===== src/rtl/life_pkg.sv =====
// Shared types, widths and codes of the toroidal life grid block.
package life_pkg;

    localparam int ROWS_DEF = 64;
    localparam int COLS_DEF = 256;

    localparam int OP_W  = 2;
    localparam int ROW_W = 6;
    localparam int COL_W = 8;
    localparam int CNT_W = 4;

    localparam logic [OP_W-1:0] OP_WRITE = 2'd0;
    localparam logic [OP_W-1:0] OP_READ  = 2'd1;
    localparam logic [OP_W-1:0] OP_STEP  = 2'd2;

    // B3/S23: born with three neighbors, kept alive with two or three.
    localparam logic [CNT_W-1:0] BIRTH_CNT = 4'd3;
    localparam logic [CNT_W-1:0] KEEP_CNT  = 4'd2;

    typedef enum logic [2:0] {
        ST_CLEAR,
        ST_IDLE,
        ST_ACCESS,
        ST_FINISH,
        ST_STEP_RD,
        ST_STEP_SHIFT,
        ST_STEP_WR
    } state_t;

    typedef struct packed {
        logic shift;
        logic load_first;
        logic use_first;
        logic we;
        logic wr_step;
        logic wr_clear;
    } ctl_t;

endpackage


===== src/rtl/life_cell.sv =====
// One column cell: holds a three-row window of its column and computes the next state.
module life_cell (
    input  logic              clk,
    input  life_pkg::ctl_t    ctl,
    input  logic              rd_bit,
    input  logic [1:0]        left_sum,
    input  logic [1:0]        right_sum,
    output logic [1:0]        col_sum,
    output logic              next_bit
);

    logic up_reg;
    logic mid_reg;
    logic dn_reg;
    logic first_reg;
    logic [life_pkg::CNT_W-1:0] count;

    // Rows move up the window by one on every shift; the old top row zero is
    // kept aside because it is overwritten before the last row needs it.
    always_ff @(posedge clk)
    begin
        if (ctl.shift)
        begin
            up_reg  <= mid_reg;
            mid_reg <= dn_reg;
            dn_reg  <= ctl.use_first ? first_reg : rd_bit;
            if (ctl.load_first)
            begin
                first_reg <= rd_bit;
            end
        end
    end

    assign col_sum = {1'b0, up_reg} + {1'b0, mid_reg} + {1'b0, dn_reg};

    assign count = {2'b00, left_sum} + {2'b00, right_sum}
                 + {3'b000, up_reg} + {3'b000, dn_reg};

    assign next_bit = (count == life_pkg::BIRTH_CNT)
                   || ((count == life_pkg::KEEP_CNT) && mid_reg);

endmodule


===== config.mk =====
export PLATFORM = sky130hd
export DESIGN_NAME = life_cell
export DESIGN_NICKNAME = d
export VERILOG_FILES = /design/src/rtl/life_pkg.sv /design/src/rtl/life_cell.sv
export SDC_FILE = /design/constraint.sdc
export NUM_CORES = 1
export LEC_CHECK = 0
export ABC_AREA = 1
export BUFFER_PORTS_ARGS = -buffer_cell sky130_fd_sc_hd__clkbuf_2
export CAP_MARGIN = 20
export CORE_AREA = 10 10 47 49
export CTS_BUF_LIST = sky130_fd_sc_hd__clkbuf_4
export DETAILED_ROUTE_END_ITERATION = 8
export DIE_AREA = 0 0 57 59
export GPL_ROUTABILITY_DRIVEN = 0
export RECOVER_POWER = 25
export SYNTH_ARGS = -nofsm -noshare
export SYNTH_HDL_FRONTEND = slang
export SYNTH_SLANG_ARGS = --single-unit

===== constraint.sdc =====
create_clock -name clk -period 3.3 [get_ports clk]
set_input_delay 0.825 -clock clk [delete_from_list [all_inputs] [get_ports clk]]
set_output_delay 0.825 -clock clk [all_outputs]
set_load 0.02 [all_outputs]

Yosys cells after proc, flatten, opt, wreduce, memory -nomap -nowiden:

Cells that the tools add are included.

* bits in registers: 4
* input port bits: 12
* output and inout bits: 3
* logic and storage cells: 15

* add/subtract/negate cells: 5
* equality and inequality tests: 2
* mux-type cells: 1
* reduce and logical (&&, ||, !) cells: 3

Operator list (number)
* $eq 4x2->1 const B: 2
* $add 3x1->4: 1
* $add 4x1->4: 1
* $add 2x2->3: 1
* $add 1x1->2: 1
* $add 2x1->2: 1
* $reduce_and 2->1: 1
* $logic_and 1x1->1: 1
* $logic_or 1x1->1: 1
* $mux 1: 1

Longest topological paths before layout:

* depth in word-level cells: 6
* gate-level depth with buffers: 6
* depth with buffers taken out: 6

Worst setup path after synthesis:

Ideal clock, no wire load.

* path kind: input-to-output
* start point: in left_sum[0]
* end point: out next_bit
* arrival time: 2.386 ns
* required time: 2.475 ns
* path slack: 0.089 ns
* stages: 5
* path through: fa_1 -> ha_1 -> fa_1 -> nand3_1 -> a21oi_1

* cells in the longest elaborated chain, start to end: 6
* elaborated cells on any way between the ends: 7
* classes of those cells: 3 x add/sub; 2 x eq/ne; 2 x reduce/logical

Ends and longest elaborated chain
* from (decl): line life_cell.sv:6 `input logic [1:0] left_sum,`
* $add 2x2->3 *: line life_cell.sv:36 `assign count = {2'b00, left_sum} + {2'b00, right_sum}`
* $add 3x1->4 *: line life_cell.sv:37 `+ {3'b000, up_reg} + {3'b000, dn_reg};`
* $add 4x1->4 *: line life_cell.sv:37
* $eq 4x2->1: line life_cell.sv:40 `|| ((count == life_pkg::KEEP_CNT) && mid_reg);`
* $logic_and 1x1->1: line life_cell.sv:40
* $logic_or 1x1->1 *: line life_cell.sv:40
* to (decl): line life_cell.sv:9 `output logic next_bit`

Mark *: on every way between the ends. The rest lies on a longest branch, timed or not.

Final worst setup path:

* start point: in right_sum[0]
* end point: out next_bit

* cells in the longest elaborated chain, start to end: 6
* elaborated cells on any way between the ends: 7
* classes of those cells: 3 x add/sub; 2 x eq/ne; 2 x reduce/logical

Ends and longest elaborated chain
* from (decl): line life_cell.sv:7 `input logic [1:0] right_sum,`
* $add 2x2->3 *: line life_cell.sv:36
* $add 3x1->4 *: line life_cell.sv:37
* $add 4x1->4 *: line life_cell.sv:37
* $eq 4x2->1: line life_cell.sv:40
* $logic_and 1x1->1: line life_cell.sv:40
* $logic_or 1x1->1 *: line life_cell.sv:40

Marked as above.

==> impl_metrics.ini <==
[timing]
setup_viol_count_final = 0
period_minus_slack_ps = 3230
tightest_slew_ps = 153
rsz0062_at_grt = yes
slew_headroom_pct = 89.8
finalHoldViolCount = 0
skew_ps = 0.323
fmax_ghz = 0.309
period_share_pct = 97.9
slew_violations = 0

[cts]
htreeDepth = 1
numCtsBuffers = 3
clock_sinks = 4
insertion_delay_ps = 230
cts_hold_buf = 0
cts_tree = built
cts_root_buf = clkbuf_4
post_cts.repair.setup_buffers = 0
clkTransAtPathRegs_ps = 30
clk_path_buf_depth = 2

[route]
met1_length_um = 202
wl_per_cell_um = 9.74
wl_met3_um = 64
top_layer_used = met4
dr.pass1.iters = 2
drt-total-wl_um = 516
vias = 207
ant_nets = 0
drt_first_iter_violations = 2
vias_per_cell = 3.91
routed-wl-met2_um = 243
drc_errors = 0

[power]
power_frac_comb_pct = 31.7
swShare_pct = 27.7
p_sw_w = 0.0000491
ir_drop_mv = 0.170
p_clk_share_pct = 32.8
p_leak_nw = 0.195
p_int_w = 0.000128
power.density_mw_per_mm2 = 440
p_seq_share_pct = 35.5
power_w = 0.000177

[worst_setup_path]
endpoint_kind = primary output
worst-setup-path-type = input pin to primary output
setup.worst_path.start_class = input pin
r2r-end = dn_reg
rr_worst_depth = 1
rr_startpoint = first_reg
r2r_setup_slack_ps = 2440
required_ps = 2470
crit_fanout = 2
cp.arrival_ps = 2410

[global_routing]
antenna_found_initial = 0
first_global_vias = 247
grt_pass1_wl_um = 945
gr-usage-all-layers_pct = 3.73
grt_start_max_net_pins = 5
overflow = 0

[placement]
placed_cells = 50
hpwlAfterDp_um = 467
port-buffer-count = 11

[final_layout]
fin_cells = 53
final_nets = 57
final_common_cell = clkbuf_2
area_growth_pct = 43.1
diodes = 0
drive_above_1_share_pct = 48.6
final_cell_mix = 9 x clkbuf_2, 5 x inv_1, 4 x nand2_1, 4 x edfxtp_1
num-fill-cells = 161

[yosys]
muxShareOfSynthArea_pct = 5.33
yosysSeqAreaShare_pct = 42.7
synth_compound_area_share_pct = 1.78
netlist_area_um2 = 282
synth_cells = 23
synth-simple-area-share_pct = 8.89
synth_cell_types = 8
yosys_warnings = 0
synth_fp_nets = 41
synthXorXnorAreaFrac_pct = 0
synth_area_per_cell_um2 = 12.2
synth_fa_ha_area_share_pct = 34.7
synth-seq-cells = 4
synth_top_family_by_area = adder cells

[die]
core_mm2 = 0.00140
io_pins = 15
die_x_um = 57
initial_utilization_pct = 20.1
die_h_um = 59
core.rowCount = 14
die_area_mm2 = 0.00336

[run_status]
status = finished clean

[worst_hold_path]
hold_class = flip-flop to flip-flop
holdPathStages = 0
hp-start = mid_reg
holdPathEnd = up_reg

[flow_run]
drv_cap = 0
[power groups by stage]
stage / registers [W] / clock network (W) / logic [W]
floorplan: 0.0000631 / 0 / 0.0000330
global placement: 0.0000637 / 0 / 0.0000468
detailed placement: 0.0000638 / 0 / 0.0000487
CTS: 0.0000631 / 0.0000629 / 0.0000498
global route: 0.0000635 / 0.0000663 / 0.0000645
finish: 0.0000629 / 0.0000582 / 0.0000562
[worst max path at each step]
stage	slack (ps)	start	end
after detailed placement	-10	left_sum[0]	next_bit
after global placement	30	left_sum[0]	next_bit
after floorplan	90	left_sum[0]	next_bit
after global routing	-0.1	right_sum[0]	next_bit
final	70	right_sum[0]	next_bit
after CTS	4	left_sum[0]	next_bit
[stage by stage]
stage                     hold slack, ps  setup WS, ps  util, %  cell area, µm²  TNS (ps)
after global routing                 552        -0.122     28.7             403    -0.122
after global placement               512          26.5     25.4             357         0
final                                512          68.8     28.7             403         0
after floorplan                      486          88.7        -             282         0
after detailed placement             513         -14.4     25.4             357     -14.4
after CTS                            522          3.52     27.2             382         0
[synthesized netlist by cell type]
| library cell | number | area, µm² |
|---|---|---|
| mux2_4 | 1 | 15.0 |
| edfxtp_1 | 4 | 120 |
| a21oi_1 | 1 | 5.00 |
| fa_1 | 3 | 60.1 |
| inv_1 | 5 | 18.8 |
| nand3_1 | 2 | 10.0 |
| nand2_1 | 4 | 15.0 |
| ha_1 | 3 | 37.5 |
[per-layer routing]
layer	global-route usage [%]	vias to the layer above
met1	3.13	92
met2	5.27	9
met4	3.02	0
met3	3.65	2
li1	-	104
met5	0	-
[worst max-delay path, stage by stage]
cell     delay, ps
buf_6           90
fa_1           470
ha_2           200
fa_1           500
nand3_2         80
a21oi_2        110
buf_6          130
[final cells by class]
type | count | area, µm² | share of cell area, %
inverters | 5 | 18.8 | 4.66
flip-flops and latches | 4 | 120 | 29.8
multi-input cells | 14 | 154 | 38.2
repair buffers | 11 | 67.6 | 16.8
well taps | 16 | 20.0 | 4.97
clock buffers | 3 | 22.5 | 5.59
[repair_timing]
action / 4_1_cts / 5_1_grt
gates resized for setup: 1 / 6
pin swaps: 0 / 1
endpoints found under the setup margin: 1 / 1
[cell families after synthesis]
group                      after synthesis
adders and majority gates                6
and+or+nand+nor                          6
buffers and inverters                    5
DFF                                      4
AOI/OAI and AO/OA                        1
muxes                                    1
Note: power is estimated with default switching activity, not from simulation.
