`config.mk`:
```
export PLATFORM = sky130hd
export DESIGN_NAME = life_ram
export DESIGN_NICKNAME = d
export VERILOG_FILES = /design/src/rtl/life_ram.sv
export SDC_FILE = /design/constraint.sdc
export NUM_CORES = 1
export LEC_CHECK = 0
export ABC_AREA = 1
export BUFFER_PORTS_ARGS = -buffer_cell sky130_fd_sc_hd__buf_4
export CORE_ASPECT_RATIO = 0.75
export CORE_MARGIN = 3
export CORE_UTILIZATION = 62
export DETAILED_ROUTE_END_ITERATION = 7
export PLACE_DENSITY = 0.84
export SLEW_MARGIN = 20
export SYNTH_ARGS = -nofsm -noshare
export SYNTH_HDL_FRONTEND = slang
export SYNTH_SLANG_ARGS = --single-unit
```
`constraint.sdc`:
```
create_clock -name clk -period 2.7 [get_ports clk]
set_clock_uncertainty 0.2 [all_clocks]
set_input_delay 0.54 -clock clk [delete_from_list [all_inputs] [get_ports clk]]
set_output_delay 0.54 -clock clk [all_outputs]
set_load 0.02 [all_outputs]
```
`src/rtl/life_ram.sv`:
```
// Generic one-write, one-read RAM with registered read data.
module life_ram #(
    parameter int WIDTH = 8,
    parameter int DEPTH = 16
) (
    input  logic                     clk,
    input  logic                     we,
    input  logic [$clog2(DEPTH)-1:0] waddr,
    input  logic [WIDTH-1:0]         wdata,
    input  logic [$clog2(DEPTH)-1:0] raddr,
    output logic [WIDTH-1:0]         rdata
);

    logic [WIDTH-1:0] mem_reg [DEPTH];

    always_ff @(posedge clk)
    begin
        if (we)
        begin
            mem_reg[waddr] <= wdata;
        end
        rdata <= mem_reg[raddr];
    end

endmodule

```
======== Yosys cells after proc, flatten, opt, wreduce, memory -nomap -nowiden ========
Memories as Yosys holds them, arrays and structs flattened. A register that Yosys moved wholly into a read port is not among the register bits.
Cells that the tools add are included.
storage, ports and cells
  RAM bits ................................ 128
  bits of input ports ..................... 18
  memories kept ........................... 1
  bits in registers ....................... 0
  output and inout bits ................... 8
memory list
  memory   words  bits a word  read ports  clocked after Yosys merged registers in  wr ports  line  RTL
  mem_reg  16     8            1           1                                        1         14    logic [WIDTH-1:0] mem_reg [DEPTH];
cells by class
  mux-type cells .......................... 2
operator list
  cell     count
  $mux W1  2

======== Logic depth before layout (Yosys ltp) ========
Gate-level depths: netlist of run 1.
  word-level depth ........................ 2
  depth in mapped cells ................... 8

======== Worst setup path before layout of run 1 ========
OpenSTA, ideal clock, no wires.
  path type ............................... input to register
  from .................................... in waddr[2]
  to ...................................... mem mem_reg[10][0], enable pin
  slack ................................... 1.009 ns
  arrival ................................. 1.121 ns
  required time ........................... 2.130 ns
  stages .................................. 2
  path through ............................ nand3b_1 -> nor2_1
RTL lines
  what         line  RTL
  from (decl)  8     input logic [$clog2(DEPTH)-1:0] waddr,
  to (decl)    14
No word-level cell before the write port.

======== Worst setup path in the final report of run 1 ========
  from .................................... in waddr[2]
  to ...................................... mem mem_reg[8][6], enable pin
No word-level cell before the write port.

==> impl_metrics.toml, run 1 <==
[logic_synthesis]
synthDistinctLibCells = 12
ys_seq_area_share_pct = 69.43
yosysWarnings = 0
syn_inst = 551
yosys_register_bits = 136
syn_nets = 569
netlist_area_um2 = 5767
syn_area_per_cell_um2 = 10.47

[hold_path]
whs_path_depth = 3
hp-start = "raddr[3]"
min_path_type = "input port to flip-flop"
hold_path_end = "rdata[7]$_DFF_P_"

[worst_setup_path]
end_kind = "flip-flop"
worst_r2r_path_depth = 6
cp-start-kind = "input port"
crit_slowest_cell = "nor2_1"
crit_type = "input port to flip-flop"
worstSetupStartpoint = "waddr[2]"
r2r-end = "rdata[5]$_DFF_P_"
cp.arrival_ps = 1560
crit_required_ps = 2540
path_delay_family = "simple AND/OR/NAND/NOR gates"
r2r-start = "mem_reg[10][5]$_DFFE_PP_"
ff2ff_setup_slack_ps = 1450
crit_chain = "buf_4 > nand3b_1 > nor2_1"
critPathMaxFanout = 8
slowest_delay_ps = 680
cp_num_buf_inv = 1

[timing]
tns_ps = 0
slew_headroom_pct = 43.60
hold_viol = 0
rsz0062_at_grt = "false"
setup_viol = 0
final_max_slew_viol_count = 0
post-route-period-util_pct = 63.77
clock.fmax_mhz = 580.8
min_period_ps = 1722
worst_pin_slew_ps = 842.8

[pwr]
clkPwrFrac_pct = 44.5
comb_power_share_pct = 6.4
power_frac_seq_pct = 49.1
intPower_w = 0.003833
net-switching-power_w = 0.001011
finalPower_w = 0.004845
power_leakage_nw = 2.844
netSwitchingFraction_pct = 20.88
vdd_drop_max_v = 0.0006552
power.density_nw_per_um2 = 738.9

[floorplan]
die_h_um = 89.52
die_w_um = 117.4
core_area_um2 = 8745
initial_core_util_pct = 65.95
die_area_um2 = 10510
rows = 29
ios = 26

[global_routing]
grt_max_degree = 65
antenna_found_initial = 0
grt_remaining_overflow = 0
grt_use_total_pct = 26.18
grt_pass1_wl_um = 19940
grt_pass1_vias = 3681

[route]
vias = 3949
antenna_left = 0
initialDrtViolationCount = 468
drt-total-wl_um = 12850
drcViolationCount = 0
wl_per_cell_um = 17.97
firstDrtPassIters = 6
vias_per_cell = 5.523

[layout]
area_growth_pct = 13.69
antennaDiodeCount = 0
drive_gt1_share_pct = 9.645
largest_reg_flops = 128
nets = 596

[clock_tree]
cts_tree = "yes"
root_buffer = "clkbuf_16"
clock-sinks = 136
cts_buffer_depth = 2
clk_pin_slew_ps = 50
htreeDepth = 4
numCtsBuffers = 17
postCtsHoldBufs = 0
clk_latency_ps = 420
cts_setup_buffers = 0
cts-resized-gates = 0

[place]
routabilityCongestion = 0.9257
hpwl_um = 8153
port_buffers = 25

[run]
cap_violations = 0

[status]
outcome = "completed"
[cell type report]
| class | count | area [um^2] |
|---|---|---|
| tap | 124 | 155.1 |
| sequential | 136 | 4004 |
| clock buffer | 27 | 473.0 |
| fill | 573 | 2188 |
| multi-input combinational | 289 | 1214 |
| inverter | 102 | 382.9 |
| timing repair buffer | 32 | 252.7 |
| clock inverter | 5 | 75.07 |
[tightest hold or removal path: cells and delay by family]
family        cells  cell delay, ps
buf+inv           1             150
simple gates      2             140
[power groups by stage]
stage | combinational [W] | clock [W] | sequential, W
floorplan | 0.000167 | 0 | 0.00243
CTS | 0.000308 | 0.00217 | 0.00238
global placement | 0.000299 | 0 | 0.00242
detailed placement | 0.000305 | 0 | 0.00242
global route | 0.000339 | 0.00228 | 0.00238
finish | 0.000312 | 0.00215 | 0.00238
[synth_stat cells]
| library cell | count | share of area [%] |
|---|---|---|
| dfxtp_1 | 8 | 2.8 |
| buf_4 | 4 | 0.52 |
| edfxtp_1 | 128 | 67 |
| buf_6 | 6 | 1.2 |
| buf_2 | 13 | 1.1 |
| nand2_1 | 173 | 11 |
| inv_1 | 100 | 6.5 |
| buf_1 | 1 | 0.065 |
| nand3b_1 | 2 | 0.26 |
| nor2_1 | 17 | 1.1 |
| nand3_1 | 97 | 8.4 |
| inv_2 | 2 | 0.13 |
[worst max path at each step]
stage / cells after the start / end / slack [ps]
floorplan: 2 / mem_reg[10][0]$_DFFE_PP_ / 1010
global placement: 3 / mem_reg[8][6]$_DFFE_PP_ / 630
detailed placement: 3 / mem_reg[8][3]$_DFFE_PP_ / 560
CTS: 3 / mem_reg[8][3]$_DFFE_PP_ / 1000
global route: 3 / mem_reg[8][3]$_DFFE_PP_ / 900
finish: 3 / mem_reg[8][6]$_DFFE_PP_ / 980
[cell usage in the layout (no fill, tap or decap)]
cell and instances:
nand2_1 173, edfxtp_1 128, inv_1 100, nand3_1 97, buf_4 31, nor2_1 17, clkbuf_16 17, clkbuf_1 9
dfxtp_1 8, clkinv_2 3, inv_2 2, nand3b_1 2, bufinv_16 2, clkbuf_8 1, buf_12 1
[layer usage]
| metal | routed length [um] | vias to the layer above | GRT usage [%] |
|---|---|---|---|
| li1 | - | 1826 | - |
| met1 | 5270 | 1827 | 36.40 |
| met2 | 5617 | 263 | 38.68 |
| met3 | 1644 | 33 | 9.045 |
| met4 | 320 | 0 | 10.44 |
| met5 | 0 | - | 0 |
[per-stage QoR]
stage	area (um^2)	utilization (%)	hold WS, ps	worst slack [ps]	cells
floorplan	5767	-	407.4	1009	551
global placement	6008	68.71	465.8	631.6	683
detailed placement	6008	68.71	469.5	563.3	683
CTS	6556	74.98	222.6	1003	715
global route	6556	74.98	234.5	900.0	715
finish	6556	74.98	242.9	978.2	715
[kinds of logic after synthesis]
group                  Yosys count  share of synthesized area, %
buffers and inverters          126                         9.525
flip-flops                     136                         69.43
AND/OR/NAND/NOR                289                         21.05
No activity file was read; power rests on OpenSTA's default activity.
==> run 2, diff against run 1 <==
--- a/config.mk
+++ b/config.mk
@@ -9,9 +9,9 @@
 export BUFFER_PORTS_ARGS = -buffer_cell sky130_fd_sc_hd__buf_4
 export CORE_ASPECT_RATIO = 0.75
 export CORE_MARGIN = 3
-export CORE_UTILIZATION = 62
+export CORE_UTILIZATION = 61
 export DETAILED_ROUTE_END_ITERATION = 7
-export PLACE_DENSITY = 0.84
+export PLACE_DENSITY = 0.83
 export SLEW_MARGIN = 20
 export SYNTH_ARGS = -nofsm -noshare
 export SYNTH_HDL_FRONTEND = slang
==> constraint.sdc (replaced) <==
create_clock -name clk -period 1.75 [get_ports clk]
set_clock_uncertainty 0.2 [all_clocks]
set_input_delay 0.35 -clock clk [delete_from_list [all_inputs] [get_ports clk]]
set_output_delay 0.35 -clock clk [all_outputs]
set_load 0.02 [all_outputs]
==> run 2 against run 1 <==
Against the previous run:
- utilization decreased by 1.2 points
- combinational power rose by 58%
- clock power rose by 60%
- critical path type is now flip-flop to primary output
- largest cell class unchanged
- highest routed layer unchanged
- global-route usage shrank 1.3 points
- sequential power up 54%
- first-iteration DRC count is 15% lower
- critical path depth fell by 2
- non-clock buffer count grew 15
==> impl_metrics.toml, run 2 (synthesized netlist as in run 1, its figures left out) <==
[status]
outcome = "completed"

[pwr]
finalPower_w = 0.007588
intPower_w = 0.006011
net-switching-power_w = 0.001577
power_leakage_nw = 2.947
power_frac_seq_pct = 48.3
netSwitchingFraction_pct = 20.78
vdd_drop_max_v = 0.0007611
power.density_nw_per_um2 = 1127
clkPwrFrac_pct = 45.2
comb_power_share_pct = 6.5

[place]
port_buffers = 25
routabilityCongestion = 0.8564
placed_cell_area_um2 = 6163
dp.cells = 702
hpwl_um = 7612

[layout]
mostFrequentLayoutCell = "nand2_1"
antennaDiodeCount = 0
final_cell_mix = "173 x nand2_1, 128 x edfxtp_1, 100 x inv_1"
nets = 611
area_growth_pct = 16.75
drive_gt1_share_pct = 12.21
instances_no_fill = 734
finalInstanceArea_um2 = 6733
largest_reg_flops = 128

[hold_path]
min_path_type = "input port to flip-flop"
whs_path_depth = 3

[timing]
final_max_slew_viol_count = 0
post-route-period-util_pct = 84.33
tns_ps = 0
hold_viol = 0
slew_headroom_pct = 74.91
rsz0062_at_grt = "false"
clock.fmax_mhz = 677.6
hold_slack_ps = 64.12
worst_pin_slew_ps = 376.4
min_period_ps = 1476
setup_viol = 0

[route]
vias_per_cell = 5.350
initialDrtViolationCount = 397
drt-total-wl_um = 12200
antenna_left = 0
firstDrtPassIters = 5
vias = 3927
wl_per_cell_um = 16.63
drcViolationCount = 0

[clock_tree]
clk_pin_slew_ps = 60
htreeDepth = 4
root_buffer = "clkbuf_16"
clock-sinks = 136
postCtsHoldBufs = 0
cts_tree = "yes"
cts-resized-gates = 0
numCtsBuffers = 17
clk_latency_ps = 420
cts_buffer_depth = 2
cts_setup_buffers = 0

[worst_setup_path]
crit_slowest_cell = "dfxtp_1"
cp.arrival_ps = 930
cp-start-kind = "flip-flop"
critPathMaxFanout = 1
cp_num_buf_inv = 1
path_delay_family = "flip-flops"
end_kind = "primary output"
slowest_delay_ps = 350
worst_r2r_path_depth = 6
cp_num_cells = 1
ff2ff_setup_slack_ps = 500
crit_type = "flip-flop to primary output"
crit_required_ps = 1200
crit_chain = "buf_4"

[floorplan]
core_area_um2 = 9121
die_h_um = 90.21
die_area_um2 = 10670
die_w_um = 118.3
ios = 26
rows = 30
initial_core_util_pct = 63.22

[global_routing]
antenna_found_initial = 0
grt_remaining_overflow = 0
grt_use_total_pct = 24.91
grt_pass1_vias = 3944
grt_pass1_wl_um = 19880
grt_max_degree = 57

[run]
cap_violations = 0
[run 2: cell count changes in the layout (fill, tap and decap cells not counted), moves of 3 or more]
cell,delta
buf_12,+3
clkinv_1,+4
clkbuf_1,-6
buf_4,+12
[run 2: through the flow]
step           setup slack [ps]  util (%)
6_report                  274.2     73.81
5_1_grt                   244.5     73.81
4_1_cts                   265.3     73.81
3_5_place_dp              131.1     67.57
3_3_place_gp              152.7     67.57
2_1_floorplan             249.2         -
[run 2: power by group through the flow]
stage               logic, W  clock network [W]  registers [W]
global placement    0.000472                  0        0.00373
detailed placement  0.000488                  0        0.00373
CTS                 0.000490            0.00346        0.00367
floorplan           0.000257                  0        0.00375
global route        0.000544            0.00362        0.00367
finish              0.000492            0.00343        0.00367
[run 2: area by class of cell]
type / count / area (um^2)
sequential: 136 / 4004
fill: 622 / 2389
clock buffer: 20 / 436.7
timing repair buffer: 47 / 402.9
inverter: 102 / 382.9
clock inverter: 12 / 132.6
tap: 128 / 160.2
multi-input combinational: 289 / 1214
[run 2: worst paths after layout]
path / start / end
worst max-delay path: rdata[2]$_DFF_P_ / rdata[2]
worst max register to register: mem_reg[1][5]$_DFFE_PP_ / rdata[5]$_DFF_P_
worst min-delay path: raddr[3] / rdata[6]$_DFF_P_
worst min register to register: mem_reg[12][5]$_DFFE_PP_ / rdata[5]$_DFF_P_
[run 2: layer usage]
metal / vias up / routed length, um / part of all wire (%) / GRT usage [%]
li1: 1858 / - / - / -
met5: - / 0 / 0 / 0
met3: 22 / 1104 / 9.0 / 5.975
met2: 178 / 6025 / 49 / 41.13
met4: 0 / 198 / 1.6 / 8.878
met1: 1869 / 4875 / 40 / 32.58
[run 2: tightest hold or removal path, cell delays in order]
cell and delay, ps:
buf_4 160, nand3_1 90, nand2_1 50
==> run 3, diff against run 2 <==
--- a/config.mk
+++ b/config.mk
@@ -9,9 +9,9 @@
 export BUFFER_PORTS_ARGS = -buffer_cell sky130_fd_sc_hd__buf_4
 export CORE_ASPECT_RATIO = 0.75
 export CORE_MARGIN = 3
-export CORE_UTILIZATION = 61
+export CORE_UTILIZATION = 55
 export DETAILED_ROUTE_END_ITERATION = 7
-export PLACE_DENSITY = 0.83
+export PLACE_DENSITY = 0.79
 export SLEW_MARGIN = 20
 export SYNTH_ARGS = -nofsm -noshare
 export SYNTH_HDL_FRONTEND = slang
==> constraint.sdc (replaced) <==
create_clock -name clk -period 1.3 [get_ports clk]
set_clock_uncertainty 0.2 [all_clocks]
set_input_delay 0.26 -clock clk [delete_from_list [all_inputs] [get_ports clk]]
set_output_delay 0.26 -clock clk [all_outputs]
set_load 0.02 [all_outputs]
==> run 3 against run 2 <==
Against the previous run:
- the run now ends with setup timing left
- final area up 4.6%
- utilization is 2.9 points lower
- count of clock-buffer cells in the layout is 5 higher
- cell count grew 2.0%
- combinational power rose by 52%
- sequential share of layout area decreased by 2.4 points
- global-route usage is 0.34 points lower
- wire length increased by 12%
==> impl_metrics.toml, run 3 (synthesized netlist as in run 1, its figures left out) <==
[layout]
drive_gt1_share_pct = 16.05
nets = 622
final_cell_mix = "173 x nand2_1, 128 x edfxtp_1, 100 x inv_1"
largest_reg_flops = 128
antennaDiodeCount = 0
finalInstanceArea_um2 = 7039
area_growth_pct = 22.07
mostFrequentLayoutCell = "nand2_1"

[worst_setup_path]
ff2ff_setup_slack_ps = 70
slowest_delay_ps = 360
r2r-end = "rdata[7]$_DFF_P_"
path_delay_family = "flip-flops"
critPathMaxFanout = 1
crit_chain = "buf_6"
crit_slowest_cell = "dfxtp_4"
cp_num_buf_inv = 1
cp.arrival_ps = 900
r2r-start = "mem_reg[0][7]$_DFFE_PP_"
crit_required_ps = 840
crit_type = "flip-flop to primary output"
worst_r2r_path_depth = 6
end_kind = "primary output"
cp-start-kind = "flip-flop"

[timing]
worst_pin_slew_ps = 352.1
hold_viol = 0
final_max_slew_viol_count = 0
setup_viol = 6
post-route-period-util_pct = 104.3
clock.fmax_mhz = 737.2
rsz0062_at_grt = "true"
layout_setup_ws_ps = -56.52
min_period_ps = 1357
slew_headroom_pct = 76.46
tns_ps = -125.7

[floorplan]
initial_core_util_pct = 58.08
die_h_um = 94.68
ios = 26
die_w_um = 124.2
rows = 31
core_area_um2 = 9930
die_area_um2 = 11760

[place]
hpwl_um = 8337
routabilityCongestion = 0.8713
port_buffers = 25
place_ws_ps = -200.7
placed_cell_area_um2 = 6279

[route]
drcViolationCount = 0
wl_per_cell_um = 18.23
antenna_left = 0
vias_per_cell = 5.386
initialDrtViolationCount = 592
drt-total-wl_um = 13660
firstDrtPassIters = 5
vias = 4034

[clock_tree]
clk_latency_ps = 410
numCtsBuffers = 17
clk_pin_slew_ps = 60
cts_setup_buffers = 0
clock-sinks = 136
htreeDepth = 4
cts_buffer_depth = 2
root_buffer = "clkbuf_16"
cts_tree = "yes"

[status]
outcome = "finished, violations left"
violations = "setup timing"

[hold_path]
whs_path_depth = 1
hold_path_end = "mem_reg[12][1]$_DFFE_PP_"
hp-start = "wdata[1]"
min_path_type = "input port to flip-flop"

[global_routing]
antenna_found_initial = 0
grt_use_total_pct = 24.57
grt_pass1_wl_um = 21460
grt_remaining_overflow = 0
grt_pass1_vias = 4022
grt_max_degree = 52

[pwr]
power_leakage_nw = 3.068
vdd_drop_max_v = 0.002054
power.density_nw_per_um2 = 1562

[run]
cap_violations = 0
-- run 3: where the power goes --
part | switching (W) | internal [W] | leakage [nW]
registers | 0.0000403 | 0.00491 | 1.22
clock network | 0.00168 | 0.00361 | 0.318
logic | 0.000476 | 0.000274 | 1.53
total | 0.00220 | 0.00879 | 3.07
-- run 3: layout make-up --
type,instances,area [um^2]
Clock inverter,7,162.7
Clock buffer,25,495.5
Inverter,102,382.9
Timing Repair Buffer,58,578.1
Tap cell,132,165.2
Multi-Input combinational cell,289,1239
Fill cell,702,2890
Sequential cell,136,4016
-- run 3: repair_timing --
item	4_1_cts	5_1_grt
hold buffers	5	0
endpoints found under the hold margin	23	0
resized for setup	16	3
setup endpoints to repair	8	10
-- run 3: how the worst max path moves through the flow --
| stage | from | to | cells past startpoint |
|---|---|---|---|
| after floorplan | waddr[2] | mem_reg[10][0]$_DFFE_PP_ | 2 |
| after global placement | raddr[0] | rdata[4]$_DFF_P_ | 8 |
| after detailed placement | raddr[0] | rdata[7]$_DFF_P_ | 8 |
| after CTS | rdata[4]$_DFF_P_ | rdata[4] | 1 |
| after global routing | rdata[4]$_DFF_P_ | rdata[4] | 1 |
| final | rdata[4]$_DFF_P_ | rdata[4] | 1 |
-- run 3: layer usage --
layer | share of wire [%] | GRT usage, %
met2 | 47 | 38.89
met4 | 1.9 | 9.672
met1 | 40 | 32.98
met5 | 0 | 0
met3 | 11 | 6.614
-- run 3: stage by stage --
stage / power, W / utilization, % / cells / hold slack (ps)
6_report: 0.01099 / 70.89 / 749 / 5.658
5_1_grt: 0.01128 / 70.89 / 749 / 21.84
4_1_cts: 0.01101 / 70.77 / 749 / 5.154
3_5_place_dp: 0.005732 / 63.23 / 712 / 385.8
3_3_place_gp: 0.005706 / 63.23 / 712 / 386.9
2_1_floorplan: 0.005402 / - / 551 / 158.9
