===== src/rtl/life_pkg.sv =====
// Shared types, widths and codes of the toroidal life grid block.
package life_pkg;

    localparam int ROWS_DEF = 64;
    localparam int COLS_DEF = 256;

    localparam int OP_W  = 2;
    localparam int ROW_W = 6;
    localparam int COL_W = 8;
    localparam int CNT_W = 4;

    localparam logic [OP_W-1:0] OP_WRITE = 2'd0;
    localparam logic [OP_W-1:0] OP_READ  = 2'd1;
    localparam logic [OP_W-1:0] OP_STEP  = 2'd2;

    // B3/S23: born with three neighbors, kept alive with two or three.
    localparam logic [CNT_W-1:0] BIRTH_CNT = 4'd3;
    localparam logic [CNT_W-1:0] KEEP_CNT  = 4'd2;

    typedef enum logic [2:0] {
        ST_CLEAR,
        ST_IDLE,
        ST_ACCESS,
        ST_FINISH,
        ST_STEP_RD,
        ST_STEP_SHIFT,
        ST_STEP_WR
    } state_t;

    typedef struct packed {
        logic shift;
        logic load_first;
        logic use_first;
        logic we;
        logic wr_step;
        logic wr_clear;
    } ctl_t;

endpackage


===== src/rtl/life_ctrl.sv =====
// Sequencer: operation decode, row walk of a generation, clearing pass and result register.
module life_ctrl #(
    parameter int ROWS = life_pkg::ROWS_DEF,
    parameter int COLS = life_pkg::COLS_DEF
) (
    input  logic                          clk,
    input  logic                          rst_n,
    input  logic                          in_valid,
    output logic                          in_ready,
    input  logic [life_pkg::OP_W-1:0]     op,
    input  logic [life_pkg::ROW_W-1:0]    row,
    input  logic [life_pkg::COL_W-1:0]    col,
    input  logic                          cell_in,
    output logic                          out_valid,
    input  logic                          out_ready,
    output logic                          cell_out,
    output logic [life_pkg::OP_W-1:0]     op_done,
    input  logic                          rd_bit,
    output life_pkg::ctl_t                ctl,
    output logic [$clog2(ROWS)-1:0]       raddr,
    output logic [$clog2(ROWS)-1:0]       waddr,
    output logic [$clog2(COLS)-1:0]       col_idx,
    output logic                          wbit
);

    localparam int AW   = $clog2(ROWS);
    localparam int RI_W = $clog2(ROWS + 2);
    localparam logic [RI_W-1:0] RI_LAST = RI_W'(ROWS + 1);
    localparam logic [RI_W-1:0] RI_ROWS = RI_W'(ROWS);
    localparam logic [RI_W-1:0] RI_CLR_END = RI_W'(ROWS - 1);

    life_pkg::state_t state_reg, state_next;
    logic [RI_W-1:0]  ri_reg, ri_next;
    logic [RI_W-1:0]  ri_m1;
    logic [RI_W-1:0]  ri_m2;

    logic [life_pkg::OP_W-1:0]  op_reg;
    logic [life_pkg::ROW_W-1:0] row_reg;
    logic [life_pkg::COL_W-1:0] col_reg;
    logic                       val_reg;
    logic                       in_grid_reg;
    logic                       in_grid;
    logic [31:0]                row_wide;
    logic [31:0]                col_wide;
    logic [AW-1:0]              row_idx;

    logic                       out_valid_reg;
    logic                       cell_out_reg;
    logic [life_pkg::OP_W-1:0]  op_done_reg;
    logic                       fin_go;
    logic                       accept;

    assign accept  = in_valid && in_ready;
    assign in_grid = (32'(row) < 32'(ROWS)) && (32'(col) < 32'(COLS));
    assign fin_go  = (state_reg == life_pkg::ST_FINISH) && (!out_valid_reg || out_ready);

    assign row_wide = 32'(row_reg);
    assign col_wide = 32'(col_reg);
    assign row_idx  = row_wide[AW-1:0];
    assign col_idx  = col_wide[$clog2(COLS)-1:0];
    assign wbit     = val_reg;
    assign ri_m1    = ri_reg - RI_W'(1);
    assign ri_m2    = ri_reg - RI_W'(2);

    // Next state and row counter.
    always_comb
    begin
        state_next = state_reg;
        ri_next    = ri_reg;
        case (state_reg)
            life_pkg::ST_CLEAR:
            begin
                ri_next = ri_reg + RI_W'(1);
                if (ri_reg == RI_CLR_END)
                begin
                    state_next = life_pkg::ST_IDLE;
                    ri_next    = '0;
                end
            end
            life_pkg::ST_IDLE:
            begin
                if (in_valid)
                begin
                    ri_next = '0;
                    case (op)
                        life_pkg::OP_WRITE, life_pkg::OP_READ:
                            state_next = life_pkg::ST_ACCESS;
                        life_pkg::OP_STEP:
                            state_next = life_pkg::ST_STEP_RD;
                        default:
                            state_next = life_pkg::ST_FINISH;
                    endcase
                end
            end
            life_pkg::ST_ACCESS:
                state_next = life_pkg::ST_FINISH;
            life_pkg::ST_FINISH:
            begin
                if (fin_go)
                begin
                    state_next = life_pkg::ST_IDLE;
                end
            end
            life_pkg::ST_STEP_RD:
                state_next = life_pkg::ST_STEP_SHIFT;
            life_pkg::ST_STEP_SHIFT:
            begin
                // The window is full once three rows have gone in.
                if (ri_reg >= RI_W'(2))
                begin
                    state_next = life_pkg::ST_STEP_WR;
                end
                else
                begin
                    ri_next    = ri_reg + RI_W'(1);
                    state_next = life_pkg::ST_STEP_RD;
                end
            end
            life_pkg::ST_STEP_WR:
            begin
                ri_next = ri_reg + RI_W'(1);
                if (ri_reg == RI_LAST)
                begin
                    state_next = life_pkg::ST_FINISH;
                end
                else if (ri_reg == RI_ROWS)
                begin
                    // The last window closes with the saved row zero, no read needed.
                    state_next = life_pkg::ST_STEP_SHIFT;
                end
                else
                begin
                    state_next = life_pkg::ST_STEP_RD;
                end
            end
            default:
                state_next = life_pkg::ST_CLEAR;
        endcase
    end

    // Outputs of the sequencer.
    always_comb
    begin
        in_ready       = (state_reg == life_pkg::ST_IDLE);
        ctl.shift      = (state_reg == life_pkg::ST_STEP_SHIFT);
        ctl.load_first = (state_reg == life_pkg::ST_STEP_SHIFT) && (ri_reg == RI_W'(1));
        ctl.use_first  = (ri_reg == RI_LAST);
        ctl.wr_step    = (state_reg == life_pkg::ST_STEP_WR);
        ctl.wr_clear   = (state_reg == life_pkg::ST_CLEAR);
        ctl.we         = ctl.wr_step || ctl.wr_clear
                      || (fin_go && (op_reg == life_pkg::OP_WRITE) && in_grid_reg);
        raddr          = row_idx;
        waddr          = row_idx;
        case (state_reg)
            life_pkg::ST_CLEAR:
                waddr = ri_reg[AW-1:0];
            life_pkg::ST_STEP_RD:
                raddr = (ri_reg == '0) ? AW'(ROWS - 1) : ri_m1[AW-1:0];
            life_pkg::ST_STEP_WR:
                waddr = ri_m2[AW-1:0];
            default:
            begin
                raddr = row_idx;
                waddr = row_idx;
            end
        endcase
    end

    always_ff @(posedge clk or negedge rst_n)
    begin
        if (!rst_n)
        begin
            state_reg     <= life_pkg::ST_CLEAR;
            ri_reg        <= '0;
            out_valid_reg <= 1'b0;
        end
        else
        begin
            state_reg <= state_next;
            ri_reg    <= ri_next;
            if (fin_go)
            begin
                out_valid_reg <= 1'b1;
            end
            else if (out_ready)
            begin
                out_valid_reg <= 1'b0;
            end
        end
    end

    always_ff @(posedge clk)
    begin
        if (accept)
        begin
            op_reg      <= op;
            row_reg     <= row;
            col_reg     <= col;
            val_reg     <= cell_in;
            in_grid_reg <= in_grid;
        end
        if (fin_go)
        begin
            cell_out_reg <= (op_reg == life_pkg::OP_READ) && in_grid_reg && rd_bit;
            op_done_reg  <= op_reg;
        end
    end

    assign out_valid = out_valid_reg;
    assign cell_out  = cell_out_reg;
    assign op_done   = op_done_reg;

endmodule


===== config.mk =====
export PLATFORM = sky130hd
export DESIGN_NAME = life_ctrl
export DESIGN_NICKNAME = d
export VERILOG_FILES = /design/src/rtl/life_pkg.sv /design/src/rtl/life_ctrl.sv
export SDC_FILE = /design/constraint.sdc
export NUM_CORES = 1
export LEC_CHECK = 0
export BUFFER_PORTS_ARGS = -buffer_cell sky130_fd_sc_hd__buf_2
export CORE_ASPECT_RATIO = 1.75
export CORE_MARGIN = 1.5
export CORE_UTILIZATION = 45
export CTS_BUF_LIST = sky130_fd_sc_hd__clkbuf_4 sky130_fd_sc_hd__clkbuf_8
export CTS_CLUSTER_SIZE = 20
export DETAILED_ROUTE_END_ITERATION = 7
export PLACE_DENSITY = 0.73
export SLEW_MARGIN = 20
export SYNTH_ARGS = -nofsm -noshare
export SYNTH_HDL_FRONTEND = slang
export SYNTH_SLANG_ARGS = --single-unit

===== constraint.sdc =====
create_clock -name clk -period 1.9 [get_ports clk]
set_input_delay 0.095 -clock clk [delete_from_list [all_inputs] [get_ports clk]]
set_output_delay 0.095 -clock clk [all_outputs]
set_load 0.005 [all_outputs]

### Word-level counts from Yosys, hierarchy flattened

Index checks and enable logic that the tools add are counted.

* add/subtract/negate cells: 3
* magnitude comparators: 1
* equality and inequality tests: 17
* multiplexer cells: 17
* reductions and logical operators: 18

Operators by type and width (number)
* 7-bit one-hot mux with 4 select lines: 1
* 7-bit 2-to-1 mux: 3
* 3-bit one-hot mux with 7 select lines: 1
* 7-bit equality test (second input constant): 2
* 3-bit 2-to-1 mux: 4
* 6-bit 2-to-1 mux: 2
* 6-bit one-hot mux with 2 select lines: 1
* 3-bit equality test (second input constant): 3
* 7-bit by 1-bit adder with 7-bit output (second input constant): 1
* 7-bit by 1-bit equality test with 1-bit output (second input constant): 1
* 7-bit by 6-bit equality test with 1-bit output (second input constant): 1
* 7-bit by 2-bit greater-or-equal comparator with 1-bit output (second input constant): 1
* 7-bit zero test: 1
* 3-bit by 2-bit equality test with 1-bit output (second input constant): 2
* 2-bit inequality test (second input constant): 3
* 3-bit one-hot mux with 2 select lines: 1
* 3-bit AND reduction: 2
* 6-bit by 1-bit subtractor with 6-bit output (second input constant): 1
* 6-bit by 2-bit subtractor with 6-bit output (second input constant): 1
* 1-bit logical AND: 5
* 2-bit by 1-bit equality test with 1-bit output (second input constant): 2
* 2-bit zero test: 2
* 4-bit nonzero test: 1
* 3-bit by 1-bit equality test with 1-bit output (second input constant): 1
* other kinds (9): 13

* bits in registers: 31
* output and inout bits: 32
* word-level logic and storage cells: 65

### Depth between registers and ports, before layout

Gate-level depths: netlist (run 1).

* word-level depth: 5
* gate-level depth with buffers: 8
* mapped depth without buffers: 6

### Least setup slack after synthesis (run 1)

OpenSTA, ideal clock, no wires.

* path type: register -> register
* start: reg ri_reg[1]
* end: reg ri_reg[5]
* library setup time: 0.101 ns
* data arrival time: 1.735 ns
* data required time: 1.799 ns
* setup slack: 0.065 ns
* cell stages (with the launch flop): 8
* path buffers: 1
* cell sequence: dfrtp_1 > inv_1 > ha_1 > nor4b_2 > nand4bb_1 > buf_2 > o2bb2ai_4 > o311ai_2

* cells in the longest elaborated chain, start to end: 3
* elaborated cells on any way between the ends: 8
* classes of those cells: add/sub (1); order compare (1); eq/ne (2); mux (3); reduce/logical (1)

Ends and longest elaborated chain
* start, declared: line life_ctrl.sv:33 `logic [RI_W-1:0] ri_reg, ri_next;`
* start signal, assigned: line life_ctrl.sv:180 `ri_reg <= ri_next;`
* 7-bit by 1-bit adder with 7-bit output (tied with other cells): line life_ctrl.sv:73, life_ctrl.sv:115, life_ctrl.sv:121
* 7-bit 2-to-1 mux (tied with other cells): line life_ctrl.sv:109 `if (ri_reg >= RI_W'(2))`
* 7-bit one-hot mux with 4 select lines / 3-bit AND reduction (equally long branches)

Parallel ways exist; a longest one is shown, timed or not. The select of a mux whose other input is x is not followed.
A chain may end at the register's enable or synchronous reset.

### Worst setup path after layout (run 1)

* start: reg state_reg[0]
* end: out waddr[5]

* cells in the longest elaborated chain, start to end: 2
* elaborated cells on any way between the ends: 3
* classes of those cells: eq/ne (1); mux (1); reduce/logical (1)

Ends and longest elaborated chain
* start, declared: line life_ctrl.sv:32 `life_pkg::state_t state_reg, state_next;`
* start signal, assigned: line life_ctrl.sv:173 `state_reg <= life_pkg::ST_CLEAR;`
* start signal, assigned: line life_ctrl.sv:179 `state_reg <= state_next;`
* 3-bit equality test / 3-bit zero test (equally long branches): line life_ctrl.sv:154 `case (state_reg)`
* 6-bit one-hot mux with 2 select lines (*): line life_ctrl.sv:154
* end, declared: line life_ctrl.sv:21 `output logic [$clog2(ROWS)-1:0] waddr,`

Every way passes the cells marked *; elsewhere a longest branch is shown, timed or not.

==> reports/metrics.yaml, run 1 <==
finish:
  drive_gt1_share_pct: 46.18
  n_antenna_cell: 0
  ff_latch_area_um2: 882.1
  nFillCells: 286
  area_growth_pct: 44.45
  largest_register_ffs: 8
  final_cell_mix: "buf_2 (53), buf_4 (32), edfxtp_1 (20)"
  layout_commonest_cell: "buf_2"
  multi_input_area_mm2: 0.001065
  nets: 317
synth:
  synth_top_area_share_pct: 30.61
  ys_ff_latch: 31
  synth_flop_cell: "edfxtp_1"
  syn_area_per_cell_um2: 10.44
  synth_cells: 188
  synth-edff-count: 20
  netlist_top_cells_area: "edfxtp_1 (31%), dfrtp_1 (14%), ha_1 (5.1%)"
  synth.net_count: 218
  yosysWarnings: 0
  yosysTopAreaCell: "edfxtp_1"
  netlist_area_mm2: 0.001962
  yosysUniqueCellTypes: 56
  synthArstFlopShare_pct: 35.48
  ys_seq_area_share_pct: 44.64
sta:
  rsz0062_at_grt: "yes"
  hold_viol_final: 0
  slew_violations: 0
  finalSetupViolCount: 0
  max-slew-margin-rel_pct: 71.86
  fin_crit_sh_pct: 98.22
  min_period_ps: 1866
  maxClockFrequency_ghz: 0.5359
  tightest_slew_ps: 420.8
  fin_worst_skew_ps: 9.820
  hold_ws_ps: 17.46
cts:
  worst_skew_pair.late_latency_ps: 290
  cts.clk_slew.worst_paths_ps: 70
  cts_buffers: 5
  cts_tree: "yes"
  cts_max_level: 2
  cts.sinks: 31
  root_buffer: "clkbuf_8"
  clk_path_buf_depth: 2
floorplan:
  fp.coreArea_mm2: 0.004150
  start_util_pct: 47.27
  dieArea_mm2: 0.004780
  die_y_um: 90.35
  ioPinCount: 54
  die_x_um: 52.91
  core.rowCount: 31
min_path:
  hold_class: "in2reg"
run_status:
  status: "completed"
drt:
  vias: 1881
  wl_per_cell_um: 17.85
  drtIter0Drc: 66
  viasPerCell: 5.582
  drc_errors: 0
  dr.pass1.iters: 4
  ant_nets: 0
  wirelength_mm: 6.015
place:
  port_buffers: 53
  globalplace.congestion: 0.9069
  post-dp-hpwl_mm: 4.018
setup_path:
  crit_fanout: 7
  worstSetupPathType: "reg2out"
  crit_required_ps: 1800
  worstPathArrival_ps: 1770
  end_kind: "output port"
  r2r_setup_slack_ps: 60
  start_kind: "flip-flop"
power_and_ir_drop:
  p_leak_uw: 0.001292
  ir_worst_vdd_v: 0.0009821
  power_density_mw_per_mm2: 1513
  finalPower_uw: 4288
global_route:
  grt_max_degree: 18
  antenna_found_initial: 0
  track_usage_pct: 26.31
  grt.overflow.total: 0
  grt_pass1_wl_mm: 9.080
  grt_pass1_vias: 1972
flow_run:
  cap_viol_max_count: 0
worst max-delay path: stages (launching register included):
cell and delay (ps):
dfrtp_2 430, or3_4 440, clkinv_4 90, nor2_2 90, a22oi_2 200, nand2_1 90, buf_2 130
repair_timing:
item,CTS,global route
hold buffers,16,0
setup buffers,4,7
setup endpoints to repair,11,11
hold endpoints to repair,26,0
pin swaps,2,6
gates resized for setup,11,21
layout make-up:
cell class              count  area share (%)
clock buffers               6           2.693
clock inverters             2          0.4415
inverters                  11           1.722
multi-input cells         135           37.57
flip-flops and latches     31           31.13
well taps                  49           2.163
repair buffers            103           24.28
stage by stage:
| step | utilization [%] | worst slack, ps | cells | TNS (ps) | cell area [µm²] |
|---|---|---|---|---|---|
| after floorplan | - | 64.80 | 188 | 0 | 1962 |
| after global placement | 57.55 | 59.38 | 303 | 0 | 2389 |
| after detailed placement | 57.55 | 51.13 | 303 | 0 | 2389 |
| after CTS | 64.97 | 10.98 | 331 | 0 | 2696 |
| after global routing | 68.28 | -9.091 | 337 | -11.06 | 2834 |
| final | 68.28 | 33.82 | 337 | 0 | 2834 |
layer usage:
layer | vias to the layer above | part of all wire [%] | global-route usage (%)
met3 | 18 | 5.1 | 6.126
met4 | 0 | 3.7 | 15.81
met5 | - | 0 | 0
li1 | 886 | - | -
met1 | 903 | 35 | 25.79
met2 | 74 | 56 | 46.77
synth_stat cells, types with 2 or more instances:
library cell and count:
nand4_1 2, xor2_1 2, and3b_1 2, nand2_1 13, nand2b_1 5, nor2b_1 4, clkbuf_1 2, o21ai_0 9
inv_1 8, and3_1 5, buf_6 4, dfrtp_1 11, o311ai_2 2, xnor2_1 2, nor3b_1 2, ha_1 8
nor3_1 3, o211ai_1 5, a211oi_4 2, o22ai_1 2, nor2_1 17, nand3_1 8, buf_2 4, edfxtp_1 20
a22oi_1 2, and2_1 2, a21oi_1 13
logic make-up after synthesis:
kind of cell               synth area share, %
and+or+nand+nor                          20.28
AOI/OAI and AO/OA                        21.62
DFF                                      44.64
buffers and inverters                    6.569
adders and majority gates                5.102
xor gates and xnor gates                 1.786
worst paths after layout:
check,start,end,cells past startpoint
setup / recovery,state_reg[0],waddr[5],6
hold / removal,op[1],op_reg[1],1
setup reg to reg,ri_reg[1],ri_reg[2],7
hold reg to reg,op_reg[1],op_done[1],0
max in group asynchronous,rst_n,ri_reg[3],2
min in group asynchronous,rst_n,ri_reg[0],2
power by group:
part / total [µW] / switching [µW] / internal, µW
logic: 2650 / 1390 / 1260
clock network: 538 / 267 / 270
registers: 1100 / 176 / 921
total: 4290 / 1830 / 2450
(Power assumes the default switching activity.)
==> inputs of run 2 (changes only) <==
==> constraint.sdc (replaced) <==
create_clock -name clk -period 1.9 [get_ports clk]
set_input_delay 0.38 -clock clk [delete_from_list [all_inputs] [get_ports clk]]
set_output_delay 0.38 -clock clk [all_outputs]
set_load 0.005 [all_outputs]
==> run 2 against run 1 <==
  * The flow now finishes with violations (setup timing)
  * Die area unchanged
  * Clock power is 3.9% lower
  * Core utilization up 5.1 points
  * Register-to-register slack got worse by 30 ps
  * Non-clock buffer count rose by 9
  * Clock skew down 4.1 ps
  * Combinational power up 33%
  * Global-route usage rose by 2.0 points
  * Total power up 19%
  * Critical path type unchanged
  * Largest power group unchanged
==> reports/metrics.yaml, run 2 (synthesis gave the netlist of run 1 again) <==
min_path:
  hold_class: "in2reg"
setup_path:
  worstPathArrival_ps: 1700
  critPathMaxStageDelay_ps: 420
  crit_top_cell: "buf_6"
  crit_required_ps: 1520
  crit_chain: "inv_2, ha_4, buf_6, a21boi_4, buf_6, xnor2_4, a21oi_1, buf_2"
  end_kind: "output port"
  crit_fanout: 3
  critPathTopFamily: "buffers and inverters"
  worstSetupPathType: "reg2out"
  start_kind: "flip-flop"
  path_buf_inv: 4
  cp_slowest_cell: "dfrtp_1"
power_and_ir_drop:
  switching_share_pct: 42.77
  power_switching_uw: 2182
  power_density_mw_per_mm2: 1675
  p_int_uw: 2920
  p_leak_uw: 0.001374
  power_frac_seq_pct: 20.7
  ir_worst_vdd_v: 0.001230
  comb_power_share_pct: 69.2
  clkPwrFrac_pct: 10.1
sta:
  tightest_slew_ps: 443.5
  slew_violations: 0
  finalSetupViolCount: 14
  fin_worst_skew_ps: 5.711
  maxClockFrequency_ghz: 0.4806
  tns_ps: -1626
  hold_viol_final: 0
  max-slew-margin-rel_pct: 70.37
  setup_ws_ps: -180.6
  fin_crit_sh_pct: 109.5
  rsz0062_at_grt: "yes"
  min_period_ps: 2081
cts:
  cts_tree: "yes"
  cts.clk_slew.worst_paths_ps: 70
  root_buffer: "clkbuf_8"
  cts_max_level: 2
  cts_buffers: 5
  worst_skew_pair.late_latency_ps: 280
  clk_path_buf_depth: 2
  cts.sinks: 31
finish:
  postLayoutCoreUtil_pct: 73.41
  nFillCells: 245
  postLayoutCellArea_mm2: 0.003047
  ff_latch_area_um2: 879.6
  n_antenna_cell: 0
  nets: 326
  layout_commonest_cell: "buf_2"
  drive_gt1_share_pct: 56.57
  area_growth_pct: 55.29
  largest_register_ffs: 8
  multi_input_area_mm2: 0.001186
  final_cell_mix: "buf_2 (51), buf_4 (45), edfxtp_1 (20)"
run_status:
  status: "finished, violations left"
  violations: "setup timing"
place:
  placed_cell_area_mm2: 0.002486
  port_buffers: 53
  globalplace.congestion: 0.8985
  post-dp-hpwl_mm: 4.186
  dp_slack_ps: 0.02909
floorplan:
  dieArea_mm2: 0.004780
  ioPinCount: 54
  die_x_um: 52.91
  fp.coreArea_mm2: 0.004150
  core.rowCount: 31
  start_util_pct: 47.27
  die_y_um: 90.35
drt:
  wl_per_cell_um: 18.71
  drc_errors: 0
  ant_nets: 0
  drtIter0Drc: 73
  vias: 2026
  dr.pass1.iters: 5
  viasPerCell: 5.855
  wirelength_mm: 6.473
global_route:
  grt_pass1_vias: 2063
  grt_pass1_wl_mm: 9.894
  track_usage_pct: 28.33
  grt.overflow.total: 0
  antenna_found_initial: 0
  grt_max_degree: 18
flow_run:
  cap_viol_max_count: 0
[run 2: per-stage QoR]
step / total power [µW] / hold slack (ps) / std cells
global route: 5344 / 254.8 / 346
global placement: 3431 / 269.9 / 316
detailed placement: 3465 / 271.8 / 316
CTS: 4669 / 263.2 / 343
floorplan: 2431 / 84.41 / 188
finish: 5102 / 268.1 / 346
[run 2: repair_timing]
item                                   CTS  global route
gates resized for setup                 48            25
setup endpoints to repair               14            22
hold buffers                             1             0
setup buffers                           19             4
pin swaps                               23            16
endpoints found under the hold margin   11             0
[run 2: layer usage]
metal / track usage, % / part of all wire, % / vias up
met5: 0 / 0 / -
met3: 6.788 / 7.0 / 28
met2: 50.31 / 55 / 120
li1: - / - / 909
met1: 29.05 / 34 / 969
met4: 14.32 / 4.5 / 0
[run 2: cell type report]
| class | instances | share of cell area (%) |
|---|---|---|
| Multi-Input combinational cell | 135 | 38.93 |
| Clock buffer | 5 | 2.259 |
| Clock inverter | 3 | 0.6571 |
| Sequential cell | 31 | 28.87 |
| Inverter | 11 | 1.807 |
| Timing Repair Buffer | 112 | 25.46 |
| Tap cell | 49 | 2.012 |
[run 2: final timing paths]
check | startpoint | end | slack (ps) | cells after the start
setup / recovery | ri_reg[2] | raddr[3] | -180 | 8
hold / removal | col[3] | col_idx[3] | 270 | 1
setup reg to reg | state_reg[0] | ri_reg[5] | 30 | 8
hold reg to reg | out_valid | out_valid | 530 | 2
max in group asynchronous | rst_n | state_reg[2] | 1170 | 2
min in group asynchronous | rst_n | ri_reg[6] | 500 | 2
[run 2: power by group through the flow]
stage	clock [µW]	combinational, µW	sequential, µW
6_report	517	3530	1060
5_1_grt	557	3720	1070
4_1_cts	526	3100	1040
3_5_place_dp	0	2420	1050
3_3_place_gp	0	2390	1040
2_1_floorplan	0	1400	1040
